File: config.mk
export PLATFORM = sky130hd
export DESIGN_NAME = vehicle_speed_steer_controller_core
export DESIGN_NICKNAME = d
export VERILOG_FILES = /design/src/hdl/vssc_pkg.sv /design/src/hdl/vssc_datapath.sv /design/src/hdl/vssc_ctrl.sv /design/src/hdl/vehicle_speed_steer_controller_core.sv
export SDC_FILE = /design/constraint.sdc
export NUM_CORES = 2
export LEC_CHECK = 0
export ABC_CLOCK_PERIOD_IN_PS = 14890
export BUFFER_PORTS_ARGS = -buffer_cell sky130_fd_sc_hd__buf_4
export CORE_MARGIN = 8
export CORE_UTILIZATION = 30
export CTS_CLUSTER_SIZE = 30
export DETAILED_ROUTE_END_ITERATION = 10
export REMOVE_ABC_BUFFERS = 1
export SYNTH_ARGS = -nofsm -noshare
export SYNTH_HDL_FRONTEND = slang
export SYNTH_SLANG_ARGS = --single-unit
export TNS_END_PERCENT = 50
File: constraint.sdc
create_clock -name aclk -period 14.89 [get_ports aclk]
set_clock_uncertainty 0.1 [all_clocks]
set_input_delay 2.978 -clock aclk [delete_from_list [all_inputs] [get_ports aclk]]
set_output_delay 2.978 -clock aclk [all_outputs]
set_load 0.05 [all_outputs]
File: src/hdl/vssc_pkg.sv
`default_nettype none
package vssc_pkg;
    localparam int CORDIC_STEPS_DEF = 16;
    localparam int TABLE_LEN = 24;
    localparam logic [31:0] HALF_PI_Q30 = 32'd1686629713;
    localparam logic [14:0] FULL_Q15 = 15'd32767;
    localparam logic [14:0] HALF_Q15 = 15'd16384;
    localparam logic [15:0] MIN_STEER_SPEED = 16'd26;

    localparam logic [1:0] OP_DESIRED = 2'd0;
    localparam logic [1:0] OP_MEASURED = 2'd1;
    localparam logic [1:0] OP_GO = 2'd2;
    localparam logic [1:0] OP_TICK = 2'd3;

    localparam logic [1:0] MODE_STOPPED = 2'd0;
    localparam logic [1:0] MODE_AWAIT = 2'd1;
    localparam logic [1:0] MODE_TRACK = 2'd2;

    localparam logic [2:0] REG_WHEELBASE = 3'd0;
    localparam logic [2:0] REG_STEER_LIMIT = 3'd1;
    localparam logic [2:0] REG_ACCEL_LIMIT = 3'd2;
    localparam logic [2:0] REG_SPEED_LIMIT = 3'd3;
    localparam logic [2:0] REG_THROTTLE_GAIN = 3'd4;
    localparam logic [2:0] REG_BRAKE_GAIN = 3'd5;

    // controller -> datapath commands
    typedef struct packed {
        logic load;      // latch tick operands, set up cordic
        logic cordic;    // one cordic step
        logic div1_init; // start drive divide
        logic div2_init; // start steering divide
        logic div_step;  // one restoring divide step
        logic round;     // round and clamp angle
        logic finish;    // form result
    } dp_cmd_t;

    typedef struct packed {
        logic steer_needed;
    } dp_stat_t;

    function automatic logic [31:0] atan_q30(input logic [4:0] i);
        logic [31:0] r;
        case (i)
            5'd0: r = 32'h3243F6A8;  5'd1: r = 32'h1DAC6705;
            5'd2: r = 32'h0FADBAFC;  5'd3: r = 32'h07F56EA6;
            5'd4: r = 32'h03FEAB76;  5'd5: r = 32'h01FFD55B;
            5'd6: r = 32'h00FFFAAA;  5'd7: r = 32'h007FFF55;
            5'd8: r = 32'h003FFFEA;  5'd9: r = 32'h001FFFFD;
            5'd10: r = 32'h000FFFFF; 5'd11: r = 32'h0007FFFF;
            5'd12: r = 32'h0003FFFF; 5'd13: r = 32'h0001FFFF;
            5'd14: r = 32'h0000FFFF; 5'd15: r = 32'h00007FFF;
            5'd16: r = 32'h00003FFF; 5'd17: r = 32'h00001FFF;
            5'd18: r = 32'h00000FFF; 5'd19: r = 32'h000007FF;
            5'd20: r = 32'h000003FF; 5'd21: r = 32'h000001FF;
            5'd22: r = 32'h000000FF; 5'd23: r = 32'h0000007F;
            default: r = 32'h0;
        endcase
        return r;
    endfunction
endpackage
`default_nettype wire

File: src/hdl/vssc_datapath.sv
`default_nettype none
module vssc_datapath (
    input  wire               aclk,
    input  wire vssc_pkg::dp_cmd_t cmd,
    input  wire [4:0]         step,
    input  wire [15:0]        wheelbase,
    input  wire [14:0]        steer_limit,
    input  wire [15:0]        accel_limit,
    input  wire [14:0]        speed_limit,
    input  wire [15:0]        throttle_gain,
    input  wire [15:0]        brake_gain,
    input  wire signed [15:0] measured_speed,
    input  wire signed [15:0] desired_speed,
    input  wire signed [15:0] desired_turn_rate,
    output vssc_pkg::dp_stat_t stat,
    output logic [14:0]       thr_out,
    output logic [14:0]       brk_out,
    output logic signed [15:0] steer_out
);
    // cordic values: y up to 2^31, grows by ~1.65 -> 38 bits signed is safe
    localparam int CW = 38;

    logic signed [CW-1:0] x_reg, y_reg;
    logic signed [33:0]   z_reg;
    logic                 err_neg_reg;
    logic                 steer_ok_reg;
    logic signed [16:0]   ang_reg;      // rounded clamped Q2.14
    // shared restoring divider: 40-bit dividend, 16-bit divisor
    logic [39:0]          quo_reg;
    logic [16:0]          rem_reg;
    logic [15:0]          dvs_reg;
    logic                 dzero_reg;
    logic                 dnz_reg;
    logic [14:0]          drive_reg;

    // target clamp
    logic signed [16:0] lim_s, tgt;
    logic signed [17:0] err;          // clamped target minus measured, up to +-65535
    logic [16:0]        mag;
    logic [16:0]        tmag;
    logic [15:0]        gain;
    logic [39:0]        num;
    logic signed [31:0] yprod;
    logic signed [CW-1:0] x0, y0, xs, ys, dx, dy;
    logic signed [33:0] z0;
    logic [4:0]         sidx;
    logic [16:0]        rem_try;
    logic [33:0]        rnd;
    logic signed [17:0] rang;
    logic [15:0]        amag;
    logic [14:0]        sat_q;

    always_comb begin
        lim_s = {2'b00, speed_limit};
        tgt = 17'(desired_speed);
        if (tgt > lim_s) tgt = lim_s;
        if (tgt < -lim_s) tgt = -lim_s;
        err = 18'(tgt) - 18'(measured_speed);
        mag = err[17] ? 17'(-err) : 17'(err);
        tmag = tgt[16] ? 17'(-tgt) : tgt;
        gain = err[17] ? brake_gain : throttle_gain;
        num = {7'd0, 33'(gain * mag)} << 7;
        yprod = $signed({1'b0, wheelbase}) * desired_turn_rate;
        x0 = CW'(tgt) <<< 12;
        y0 = CW'(yprod);
        z0 = '0;
        if (x0 < 0) begin
            if (y0 >= 0) begin
                xs = y0; ys = -x0; z0 = 34'(vssc_pkg::HALF_PI_Q30);
            end else begin
                xs = -y0; ys = x0; z0 = -34'(vssc_pkg::HALF_PI_Q30);
            end
        end else begin
            xs = x0; ys = y0;
        end
        sidx = step;
        dx = y_reg >>> sidx;
        dy = x_reg >>> sidx;
        rem_try = {rem_reg[15:0], quo_reg[39]};
        rnd = 34'(z_reg + 34'sd32768);
        rang = 18'($signed(rnd) >>> 16);
        if (rang > $signed({3'b000, steer_limit})) rang = {3'b000, steer_limit};
        if (rang < -$signed({3'b000, steer_limit})) rang = -$signed({3'b000, steer_limit});
        amag = ang_reg[16] ? 16'(-ang_reg) : 16'(ang_reg);
        sat_q = (quo_reg > 40'(vssc_pkg::FULL_Q15)) ? vssc_pkg::FULL_Q15 : quo_reg[14:0];
        stat.steer_needed = steer_ok_reg;
    end

    always_ff @(posedge aclk) begin
        if (cmd.load) begin
            x_reg <= xs;
            y_reg <= ys;
            z_reg <= z0;
            err_neg_reg <= err[17];
            steer_ok_reg <= (tmag >= 17'(vssc_pkg::MIN_STEER_SPEED)) && (steer_limit != 0);
        end
        if (cmd.cordic) begin
            if (y_reg > 0) begin
                x_reg <= x_reg + dx; y_reg <= y_reg - dy;
                z_reg <= z_reg + 34'(vssc_pkg::atan_q30(sidx));
            end else begin
                x_reg <= x_reg - dx; y_reg <= y_reg + dy;
                z_reg <= z_reg - 34'(vssc_pkg::atan_q30(sidx));
            end
        end
        if (cmd.round) ang_reg <= 17'(rang);
        if (cmd.div1_init) begin
            quo_reg <= num; rem_reg <= '0; dvs_reg <= accel_limit;
            dzero_reg <= (accel_limit == 0); dnz_reg <= (num != 0);
        end
        if (cmd.div2_init) begin
            drive_reg <= dzero_reg ? (dnz_reg ? vssc_pkg::FULL_Q15 : 15'd0) : sat_q;
            quo_reg <= {9'd0, amag, 15'd0}; rem_reg <= '0;
            dvs_reg <= {1'b0, steer_limit}; dzero_reg <= 1'b0;
        end
        if (cmd.div_step) begin
            if (rem_try >= {1'b0, dvs_reg}) begin
                rem_reg <= rem_try - {1'b0, dvs_reg};
                quo_reg <= {quo_reg[38:0], 1'b1};
            end else begin
                rem_reg <= rem_try;
                quo_reg <= {quo_reg[38:0], 1'b0};
            end
        end
        if (cmd.finish) begin
            thr_out <= err_neg_reg ? 15'd0 : drive_reg;
            brk_out <= err_neg_reg ? drive_reg : 15'd0;
            if (!steer_ok_reg) steer_out <= '0;
            else steer_out <= ang_reg[16] ? -$signed({1'b0, sat_q}) : $signed({1'b0, sat_q});
        end
    end
endmodule
`default_nettype wire

File: src/hdl/vssc_ctrl.sv
`default_nettype none
module vssc_ctrl #(
    parameter int CORDIC_STEPS = vssc_pkg::CORDIC_STEPS_DEF
) (
    input  wire        aclk,
    input  wire        aresetn,
    input  wire        start,
    input  wire        track,
    input  wire vssc_pkg::dp_stat_t stat,
    output vssc_pkg::dp_cmd_t cmd,
    output logic [4:0] step,
    output logic       done
);
    localparam int NSTEP = (CORDIC_STEPS < vssc_pkg::TABLE_LEN) ? CORDIC_STEPS
                                                                : vssc_pkg::TABLE_LEN;
    typedef enum logic [2:0] {
        S_IDLE, S_CORDIC, S_DIV1, S_ROUND, S_DIV2, S_FIN, S_OUT
    } state_t;
    state_t state_reg;
    logic [5:0] cnt_reg;

    assign step = cnt_reg[4:0];

    always_comb begin
        cmd = '0;
        done = 1'b0;
        case (state_reg)
            S_IDLE:   cmd.load = start & track;
            S_CORDIC: cmd.cordic = 1'b1;
            S_DIV1:   begin
                cmd.div1_init = (cnt_reg == 6'd0);
                cmd.div_step = (cnt_reg != 6'd0);
            end
            S_ROUND:  cmd.round = 1'b1;
            S_DIV2:   begin
                cmd.div2_init = (cnt_reg == 6'd0);
                cmd.div_step = (cnt_reg != 6'd0);
            end
            S_FIN:    cmd.finish = 1'b1;
            // datapath outputs are registered by now
            S_OUT:    done = 1'b1;
            default:  ;
        endcase
    end

    always_ff @(posedge aclk) begin
        if (!aresetn) begin
            state_reg <= S_IDLE;
            cnt_reg <= '0;
        end else begin
            case (state_reg)
                S_IDLE: if (start && track) begin
                    state_reg <= S_CORDIC; cnt_reg <= '0;
                end
                S_CORDIC: if (cnt_reg == 6'(NSTEP - 1)) begin
                    state_reg <= S_DIV1; cnt_reg <= '0;
                end else cnt_reg <= cnt_reg + 6'd1;
                S_DIV1: if (cnt_reg == 6'd40) begin
                    state_reg <= S_ROUND; cnt_reg <= '0;
                end else cnt_reg <= cnt_reg + 6'd1;
                S_ROUND: state_reg <= S_DIV2;
                S_DIV2: if (cnt_reg == 6'd40) begin
                    state_reg <= S_FIN; cnt_reg <= '0;
                end else cnt_reg <= cnt_reg + 6'd1;
                S_FIN: state_reg <= S_OUT;
                S_OUT: state_reg <= S_IDLE;
                default: state_reg <= S_IDLE;
            endcase
        end
    end

    a_fin_from_div: assert property (@(posedge aclk) disable iff (!aresetn)
        state_reg == S_FIN |-> $past(state_reg) == S_DIV2) else $error("fin order");
    a_round_one: assert property (@(posedge aclk) disable iff (!aresetn)
        state_reg == S_ROUND |=> state_reg == S_DIV2) else $error("round");
    a_cnt_range: assert property (@(posedge aclk) disable iff (!aresetn)
        cnt_reg <= 6'd40) else $error("cnt");
    a_steer_known: assert property (@(posedge aclk) disable iff (!aresetn)
        state_reg == S_FIN |-> !$isunknown(stat.steer_needed)) else $error("stat");
endmodule
`default_nettype wire

File: src/hdl/vehicle_speed_steer_controller_core.sv
`default_nettype none
// Speed and steering controller. Input transactions carry an opcode on
// s_tuser (desired command, measured speed, go decision, control tick); only
// a tick yields an output transaction with throttle, brake, steering and drive
// mode. Non-tick transactions update state at the accepting edge and can
// follow back to back. A tick while stopped or before the first desired
// command has its result registered at the accepting edge. A tracking tick
// runs the CORDIC vectoring steps (CORDIC_STEPS capped at 24), one per cycle,
// then the drive divide, rounding of the angle, the steering divide, and
// forming and storing of the result; the two 40-step restoring divides share
// one divider. No input is accepted while a tracking tick is in progress.
// A waiting result holds off the input until it is taken.
// Config writes must happen while the block is idle.
module vehicle_speed_steer_controller_core #(
    parameter int CORDIC_STEPS = vssc_pkg::CORDIC_STEPS_DEF
) (
    input  wire         aclk,
    input  wire         aresetn,
    input  wire         s_tvalid,
    output logic        s_tready,
    input  wire  [39:0] s_tdata,   // speed_value[15:0], turn_rate[31:16], go_flag[32]
    input  wire  [1:0]  s_tuser,   // opcode[1:0]
    output logic        m_tvalid,
    input  wire         m_tready,
    output logic [47:0] m_tdata,   // throttle[14:0], brake[29:15], steering[45:30], drive_mode[47:46]
    input  wire         cfg_valid,
    output logic        cfg_ready,
    input  wire  [2:0]  cfg_index,
    input  wire  [15:0] cfg_data
);
    logic [15:0] wheelbase_reg, accel_limit_reg, throttle_gain_reg, brake_gain_reg;
    logic [14:0] steer_limit_reg, speed_limit_reg;
    logic signed [15:0] meas_reg, des_reg, turn_reg;
    logic cmd_seen_reg, go_reg;
    logic busy_reg;
    logic [47:0] out_reg;
    logic ovalid_reg;

    logic [1:0] op;
    logic acc, tick, track, done;
    vssc_pkg::dp_cmd_t cmd;
    vssc_pkg::dp_stat_t stat;
    logic [4:0] step;
    logic [14:0] thr, brk;
    logic signed [15:0] steer;

    assign op = s_tuser;
    assign s_tready = !busy_reg && !ovalid_reg;
    assign acc = s_tvalid && s_tready;
    assign tick = acc && (op == vssc_pkg::OP_TICK);
    assign track = go_reg && cmd_seen_reg;
    assign cfg_ready = 1'b1;
    assign m_tvalid = ovalid_reg;
    assign m_tdata = out_reg;

    vssc_ctrl #(.CORDIC_STEPS(CORDIC_STEPS)) u_ctrl (
        .aclk(aclk), .aresetn(aresetn), .start(tick), .track(track),
        .stat(stat), .cmd(cmd), .step(step), .done(done)
    );

    vssc_datapath u_dp (
        .aclk(aclk), .cmd(cmd), .step(step),
        .wheelbase(wheelbase_reg), .steer_limit(steer_limit_reg),
        .accel_limit(accel_limit_reg), .speed_limit(speed_limit_reg),
        .throttle_gain(throttle_gain_reg), .brake_gain(brake_gain_reg),
        .measured_speed(meas_reg), .desired_speed(des_reg),
        .desired_turn_rate(turn_reg), .stat(stat),
        .thr_out(thr), .brk_out(brk), .steer_out(steer)
    );

    always_ff @(posedge aclk) begin
        if (!aresetn) begin
            wheelbase_reg <= 16'd256; steer_limit_reg <= 15'd5719;
            accel_limit_reg <= 16'd484; speed_limit_reg <= 15'd2176;
            throttle_gain_reg <= 16'd256; brake_gain_reg <= 16'd256;
            meas_reg <= '0; des_reg <= '0; turn_reg <= '0;
            cmd_seen_reg <= 1'b0; go_reg <= 1'b1;
            busy_reg <= 1'b0; ovalid_reg <= 1'b0;
            out_reg <= '0;
        end else begin
            if (cfg_valid) begin
                case (cfg_index)
                    vssc_pkg::REG_WHEELBASE:     wheelbase_reg <= cfg_data;
                    vssc_pkg::REG_STEER_LIMIT:   steer_limit_reg <= cfg_data[14:0];
                    vssc_pkg::REG_ACCEL_LIMIT:   accel_limit_reg <= cfg_data;
                    vssc_pkg::REG_SPEED_LIMIT:   speed_limit_reg <= cfg_data[14:0];
                    vssc_pkg::REG_THROTTLE_GAIN: throttle_gain_reg <= cfg_data;
                    vssc_pkg::REG_BRAKE_GAIN:    brake_gain_reg <= cfg_data;
                    default: ;
                endcase
            end
            if (m_tvalid && m_tready) ovalid_reg <= 1'b0;
            if (acc) begin
                case (op)
                    vssc_pkg::OP_DESIRED: begin
                        des_reg <= s_tdata[15:0]; turn_reg <= s_tdata[31:16];
                        cmd_seen_reg <= 1'b1;
                    end
                    vssc_pkg::OP_MEASURED: meas_reg <= s_tdata[15:0];
                    vssc_pkg::OP_GO: go_reg <= s_tdata[32];
                    vssc_pkg::OP_TICK: begin
                        if (!go_reg) begin
                            out_reg <= {vssc_pkg::MODE_STOPPED, 16'd0,
                                        vssc_pkg::FULL_Q15, 15'd0};
                            ovalid_reg <= 1'b1;
                        end else if (!cmd_seen_reg) begin
                            out_reg <= {vssc_pkg::MODE_AWAIT, 16'd0, 15'd0,
                                        vssc_pkg::HALF_Q15};
                            ovalid_reg <= 1'b1;
                        end else busy_reg <= 1'b1;
                    end
                    default: ;
                endcase
            end
            if (done) begin
                out_reg <= {vssc_pkg::MODE_TRACK, steer, brk, thr};
                ovalid_reg <= 1'b1;
                busy_reg <= 1'b0;
            end
        end
    end

    a_no_accept_busy: assert property (@(posedge aclk) disable iff (!aresetn)
        busy_reg |-> !s_tready) else $error("accept while busy");
    a_done_busy: assert property (@(posedge aclk) disable iff (!aresetn)
        done |-> busy_reg) else $error("done idle");
    a_hold: assert property (@(posedge aclk) disable iff (!aresetn)
        m_tvalid && !m_tready |=> m_tvalid && $stable(m_tdata)) else $error("hold");
endmodule
`default_nettype wire
### Word-level counts from Yosys, hierarchy flattened

Memory sizes are Yosys's and may differ from the RTL's. A register that Yosys moved wholly into a read port is not among the register bits.
Cells that the tools add are included.

* bits in registers: 467
* bits in latches: 0
* RAM bits: 0
* memories: 2
* input port bits: 66
* logic and storage cells: 205
* ROM bits: 1920

Memory list
* (no name shown): words 32, width 30, read ports 1, clocked after memory_dff 1, write ports 0, RTL line vssc_pkg.sv:43 `case (i)`
* (no name shown): words 32, width 30, read ports 1, clocked after memory_dff 1, write ports 0, RTL line vssc_pkg.sv:43

* shift-type cells: 2
* $mul: 2
* multiplexer cells: 73
* reductions and logical operators: 40
* bitwise operators: 2
* divide/modulo/power cells: 0
* magnitude comparators: 10
* equal/unequal tests: 22
* add/subtract/negate cells: 18

Operators by type and width (number)
* two-way mux 38 bit: 10
* two-way mux 48 bit: 5
* two-way mux 34 bit: 5
* two-way mux 32 bit: 4
* two-way mux 40 bit: 3
* two-way mux 16 bit: 6
* two-way mux 15 bit: 6
* two-way mux 17 bit: 5
* adder 38 bit: 2
* >>> shifter 38 x 5 -> 38 bit: 2
* subtractor 38 bit: 2
* > comparator 40 x 15 -> 1 bit, second input constant: 1
* nonzero test 40 bit: 1
* > comparator 38 x 1 -> 1 bit, second input constant: 1
* negator 29 -> 38 bit: 1
* negator 32 -> 38 bit: 1
* adder 34 x 17 -> 34 bit, second input constant: 1
* adder 34 x 32 -> 34 bit: 1
* negator 17 bit: 2
* subtractor 34 x 32 -> 34 bit: 1
* multiplier 16 x 17 -> 33 bit: 1
* greater-or-equal comparator 32 x 1 -> 1 bit, second input constant: 1
* multiplier 17 x 16 -> 32 bit: 1
* < comparator 29 x 1 -> 1 bit, second input constant: 1
* other kinds (46): 105

### Logic depth before layout (Yosys ltp)

* depth after elaboration: 11
* mapped depth: 64
* gate-level depth less buffers: 58

### By module

A second synthesis with hierarchy kept.

* cells, all modules: 6397
* area total of the unflattened synthesis: 55368.1 µm²

Modules (own cells, without submodules)
* vssc_datapath: cells each 5467, seq. area each 7907.6 µm², instances 1, area an instance 47425.5 µm²
* vehicle_speed_steer_controller_core: cells each 844, seq. area each 3883.7 µm², instances 1, area an instance 7219.4 µm²
* vssc_ctrl: cells each 86, seq. area each 180.2 µm², instances 1, area an instance 723.2 µm²

### Worst setup path after synthesis

Ideal clock, no wire load.

* kind: flip-flop to flip-flop
* start: register speed_limit_reg[6]
* end: register u_dp.dnz_reg, data pin
* clock period less this slack: 14698 ps
* path buffers: 8
* stages on the path, launching flop included: 61
* data required time: 14518 ps
* data arrival time: 14326 ps
* setup slack: 192 ps
* cell sequence: dfxtp_1 -> clkbuf_1 -> inv_1 -> ha_1 -> o21ai_0 -> nor2_1 -> o31a_1 -> o31ai_1 -> buf_2 -> buf_2 -> buf_1 -> o21ai_0 -> ha_1 -> a21o_1 -> a21o_1 -> a21oi_1 -> o21ai_1 -> nand2b_1 -> [25 not listed] -> fa_1 -> fa_1 -> inv_1 -> fa_1 -> inv_1 -> ha_1 -> and2_1 -> a22o_1 -> a2111oi_0 -> o21ai_0 -> a41oi_1 -> o21bai_1 -> a21o_1 -> a21o_1 -> a21o_1 -> a21oi_1 -> xnor2_1 -> or4_1

* elaborated cells on any way between the ends: 11

RTL lines
* start: declaration: RTL line vehicle_speed_steer_controller_core.sv:32 `logic [14:0] steer_limit_reg, speed_limit_reg;`
* start signal: assignment: RTL line vehicle_speed_steer_controller_core.sv:86 `vssc_pkg::REG_SPEED_LIMIT: speed_limit_reg <= cfg_data[14:0];`
* > comparator 16 bit: RTL line vssc_datapath.sv:56 `if (tgt > lim_s) tgt = lim_s;`
* two-way mux 17 bit: RTL line vssc_datapath.sv:56
* < comparator 17 bit: RTL line vssc_datapath.sv:57 `if (tgt < -lim_s) tgt = -lim_s;`
* two-way mux 17 bit (*): RTL line vssc_datapath.sv:57
* subtractor 17 x 16 -> 18 bit (*): RTL line vssc_datapath.sv:58 `err = 18'(tgt) - 18'(measured_speed);`
* net u_dp.err[17]: RTL line vssc_datapath.sv:38 `logic signed [17:0] err;`
* two-way mux 16 bit / two-way mux 17 bit (equally long branches): RTL line vssc_datapath.sv:61, vssc_datapath.sv:59
* multiplier 16 x 17 -> 33 bit (*): RTL line vssc_datapath.sv:62 `num = {7'd0, 33'(gain * mag)} << 7;`
* nonzero test 40 bit (*): RTL line vssc_datapath.sv:109 `dzero_reg <= (accel_limit == 0); dnz_reg <= (num != 0);`
* end signal: assignment: RTL line vssc_datapath.sv:109
* end: declaration: RTL line vssc_datapath.sv:33 `logic dnz_reg;`

The timed path passes the listed nets; every way through them passes the cells marked *.
A chain may end at the register's enable or synchronous reset.

### Worst setup path after layout

* start: register speed_limit_reg[14]
* end: register u_dp.dnz_reg, data pin

* longest elaborated chain between the ends: 9
* elaborated cells on any way between the ends: 11

RTL lines
* > comparator 16 bit: RTL line vssc_datapath.sv:56
* two-way mux 17 bit: RTL line vssc_datapath.sv:56
* < comparator 17 bit: RTL line vssc_datapath.sv:57
* two-way mux 17 bit (*): RTL line vssc_datapath.sv:57
* subtractor 17 x 16 -> 18 bit (*): RTL line vssc_datapath.sv:58
* negator 17 bit: RTL line vssc_datapath.sv:59 `mag = err[17] ? 17'(-err) : 17'(err);`
* two-way mux 17 bit: RTL line vssc_datapath.sv:59
* multiplier 16 x 17 -> 33 bit (*): RTL line vssc_datapath.sv:62
* nonzero test 40 bit (*): RTL line vssc_datapath.sv:109

Every way passes the cells marked *; elsewhere a longest branch is shown, timed or not.

==> impl_metrics.py <==
metrics = {
    "finish": {
        "area_delta_synth_final_pct": 12.74,
        "fin_cells": 9035,
        "nets": 7439,
        "n_fill_cell": 18826,
        "largest_reg_flops": 48,
        "drive_gt1_share_pct": 10.87,
        "finalInstanceArea_sq_um": 62440,
    },
    "yosys": {
        "synth.cell_area_sq_um": 55380,
        "synth_edf_count": 262,
        "ys_types": 93,
        "ys_seq_elements": 497,
        "synth_top_area_share_pct": 14.71,
        "synthFlopType": "edfxtp_1",
        "ys_warn_count": 0,
        "synthCells": 6380,
        "netlist_top_cells_area": "fa_1, edfxtp_1, ha_1",
        "async_reset_ff_share_pct": 0,
        "ys_seq_area_share_pct": 22.70,
        "postSynthAreaPerCell_sq_um": 8.681,
        "yosys.area.top_type": "fa_1",
    },
    "place": {
        "dp_slack_ps": -5.278,
        "dpl_cell_area_sq_um": 60210,
        "place_congestion": 0.9537,
        "hpwl_um": 133900,
        "dp_cells": 8921,
        "io_buffers": 108,
    },
    "timing": {
        "finalSetupTns_ps": 0,
        "period_share_pct": 95.05,
        "whs_ps": 358.0,
        "hold_violations": 0,
        "finalSetupViolations": 0,
        "worst_slew_pin_slew_ps": 1307,
        "fin_ws_ps": 736.8,
        "maxSlewViolCount": 0,
        "slew-limit-headroom_pct": 12.70,
        "period_needed_ps": 14150,
        "max_freq_mhz": 70.66,
    },
    "route": {
        "drt_iter0_drc": 3875,
        "routed_wl_um": 171000,
        "drcViolationCount": 0,
        "viasPerCell": 5.204,
        "first_pass_iters": 5,
        "wl_per_cell_um": 18.93,
        "ant_nets": 0,
        "vias": 47018,
    },
    "pwr": {
        "p_per_area_nw_per_um2": 124.5,
        "switching_share_pct": 43.97,
        "switchingPower_mw": 3.417,
        "power_frac_clock_pct": 19.0,
        "power_frac_comb_pct": 58.5,
        "vdd_drop_max_mv": 0.1645,
        "seq_power_share_pct": 22.6,
        "leakage_nw": 27.03,
        "internal_power_mw": 4.354,
    },
    "clocking": {
        "clock-root-buffer": "clkbuf_16",
        "cts_sinks": 497,
        "clock_latency_ps": 680,
        "htreeDepth": 2,
        "cts.path.max_buffers": 3,
        "clk_pin_slew_worst_paths_ps": 60,
        "cts_tree": "done",
        "cts_made_buffers": 54,
    },
    "global_route": {
        "grt_usage_pct": 16.74,
        "grt_pass1_wl_um": 268900,
        "grt_remaining_overflow": 0,
        "grt_start_max_net_pins": 165,
        "first_global_vias": 46516,
        "antenna_found_initial": 10,
    },
    "critical_path": {
        "cp-start-kind": "flop",
        "crit_path_end_kind": "flop",
        "required_ps": 15180,
        "cp_slowest_cell": "or4_4",
        "cp_max_fo": 6,
        "critPathMostFrequentCell": "a21o_1",
        "r2r_end": "u_dp.dnz_reg",
        "setup.worst_path.class": "flop to flop",
        "rr_startpoint": "speed_limit_reg[14]",
        "cpPeakStageDelay_ps": 570,
        "arrival_ps": 14440,
        "r2r.worst_path.cells": 62,
        "r2r_setup_slack_ps": 740,
    },
    "die": {
        "initial_core_util_pct": 30.22,
        "die-area_sq_um": 198600,
        "dieWidth_um": 445.7,
        "pin_count": 117,
        "core_area_sq_um": 183300,
        "die_y_um": 445.7,
        "num_rows": 157,
    },
    "status": {
        "status": "complete, no violations",
    },
    "worst_hold_path": {
        "holdPathStages": 2,
        "min_from": "busy_reg",
        "hold_path_end": "busy_reg",
        "hp-class": "flop to flop",
    },
    "flow_run": {
        "max_cap_violations": 0,
    },
}
synthesized netlist by cell type (all sizes together) (43+ instances only):
cell type  count
nand4         43
a21boi       123
a21oi        274
nor3          94
and2         157
o21ai        322
a21o         105
nor2         478
o21a          56
fa           407
inv          644
dfxtp        235
nand3         95
ha           446
xnor2        222
edfxtp       262
xor2         176
nand2        921
nor2b        122
mux4         101
clkbuf       244
buf           48
mux2i        105
and3          45
nand2b        71
a31oi         49
metrics by stage:
| step | util [%] | total power [mW] |
|---|---|---|
| 2_1_floorplan | - | 4.665 |
| 3_3_place_gp | 32.85 | 6.164 |
| 3_5_place_dp | 32.85 | 6.235 |
| 4_1_cts | 33.91 | 7.741 |
| 5_1_grt | 34.06 | 8.323 |
| 6_report | 34.07 | 7.771 |
routing by layer:
metal / share of wire, % / wire length (um) / vias up / global-route usage, %
met5: 0.0076 / 13 / - / 0
met4: 3.2 / 5494 / 2 / 5.031
met3: 5.8 / 9895 / 259 / 1.970
met2: 47 / 80930 / 1474 / 28.40
met1: 44 / 74660 / 23207 / 22.36
li1: - / - / 22076 / -
layout by cell type (no fill, tap or decap), drive strengths merged, types with 176 or more instances in the layout:
cell / n
inv: 652
o21ai: 322
fa: 407
xor2: 176
buf: 376
edfxtp: 262
nor2: 478
dfxtp: 235
a21oi: 274
xnor2: 222
ha: 446
nand2: 921
power by group through the flow:
stage | clock (mW) | combinational [mW] | sequential [mW]
floorplan | 0 | 2.91 | 1.75
global placement | 0 | 4.39 | 1.78
CTS | 1.50 | 4.48 | 1.75
finish | 1.47 | 4.54 | 1.75
global route | 1.56 | 4.99 | 1.77
detailed placement | 0 | 4.45 | 1.78
what timing repair did:
item	in CTS	in global routing
gates cloned	0	0
pin swaps	0	8
buffers inserted	0	7
gates resized for setup	1	45
setup endpoints to repair	1	13
hold buffers	0	0
final cells by class:
type	count	area (sq um)	share of cell area (%)
Multi-Input combinational cell	4941	39520	63.30
Sequential cell	497	12580	20.15
Tap cell	2464	3083	4.938
Timing Repair Buffer	376	2868	4.593
Inverter	650	2440	3.908
Clock buffer	73	1528	2.447
Clock inverter	29	401.6	0.6433
Antenna cell	5	12.51	0.02004
worst max-delay path: cells and delay by family, from the launching register on:
kind                       cells  cell delay (ps)
DFF                            1              340
adders and majority gates     11             4580
and+or+nand+nor               11             2040
buffers and inverters         11             1270
AOI/OAI and AO/OA             26             4660
xor gates and xnor gates       3              890
worst max-delay path by stage:
stage,depth (start not counted),from,endpoint
after detailed placement,60,speed_limit_reg[13],u_dp.dnz_reg
after CTS,58,speed_limit_reg[1],u_dp.dnz_reg
after global placement,58,speed_limit_reg[13],u_dp.dnz_reg
after global routing,59,speed_limit_reg[13],u_dp.dnz_reg
final,62,speed_limit_reg[14],u_dp.dnz_reg
after floorplan,48,speed_limit_reg[6],u_dp.dnz_reg
cell families after synthesis:
| group | synth area share (%) |
|---|---|
| AND/OR/NAND/NOR | 17.97 |
| AO/OA/AOI/OAI | 14.91 |
| buffers and inverters | 6.547 |
| adder cells (fa/ha/maj) | 24.79 |
| flip-flops | 22.70 |
| XOR/XNOR | 6.294 |
| multiplexers | 6.778 |
| other | 0.006771 |
Power figures use the tool's default switching activity.
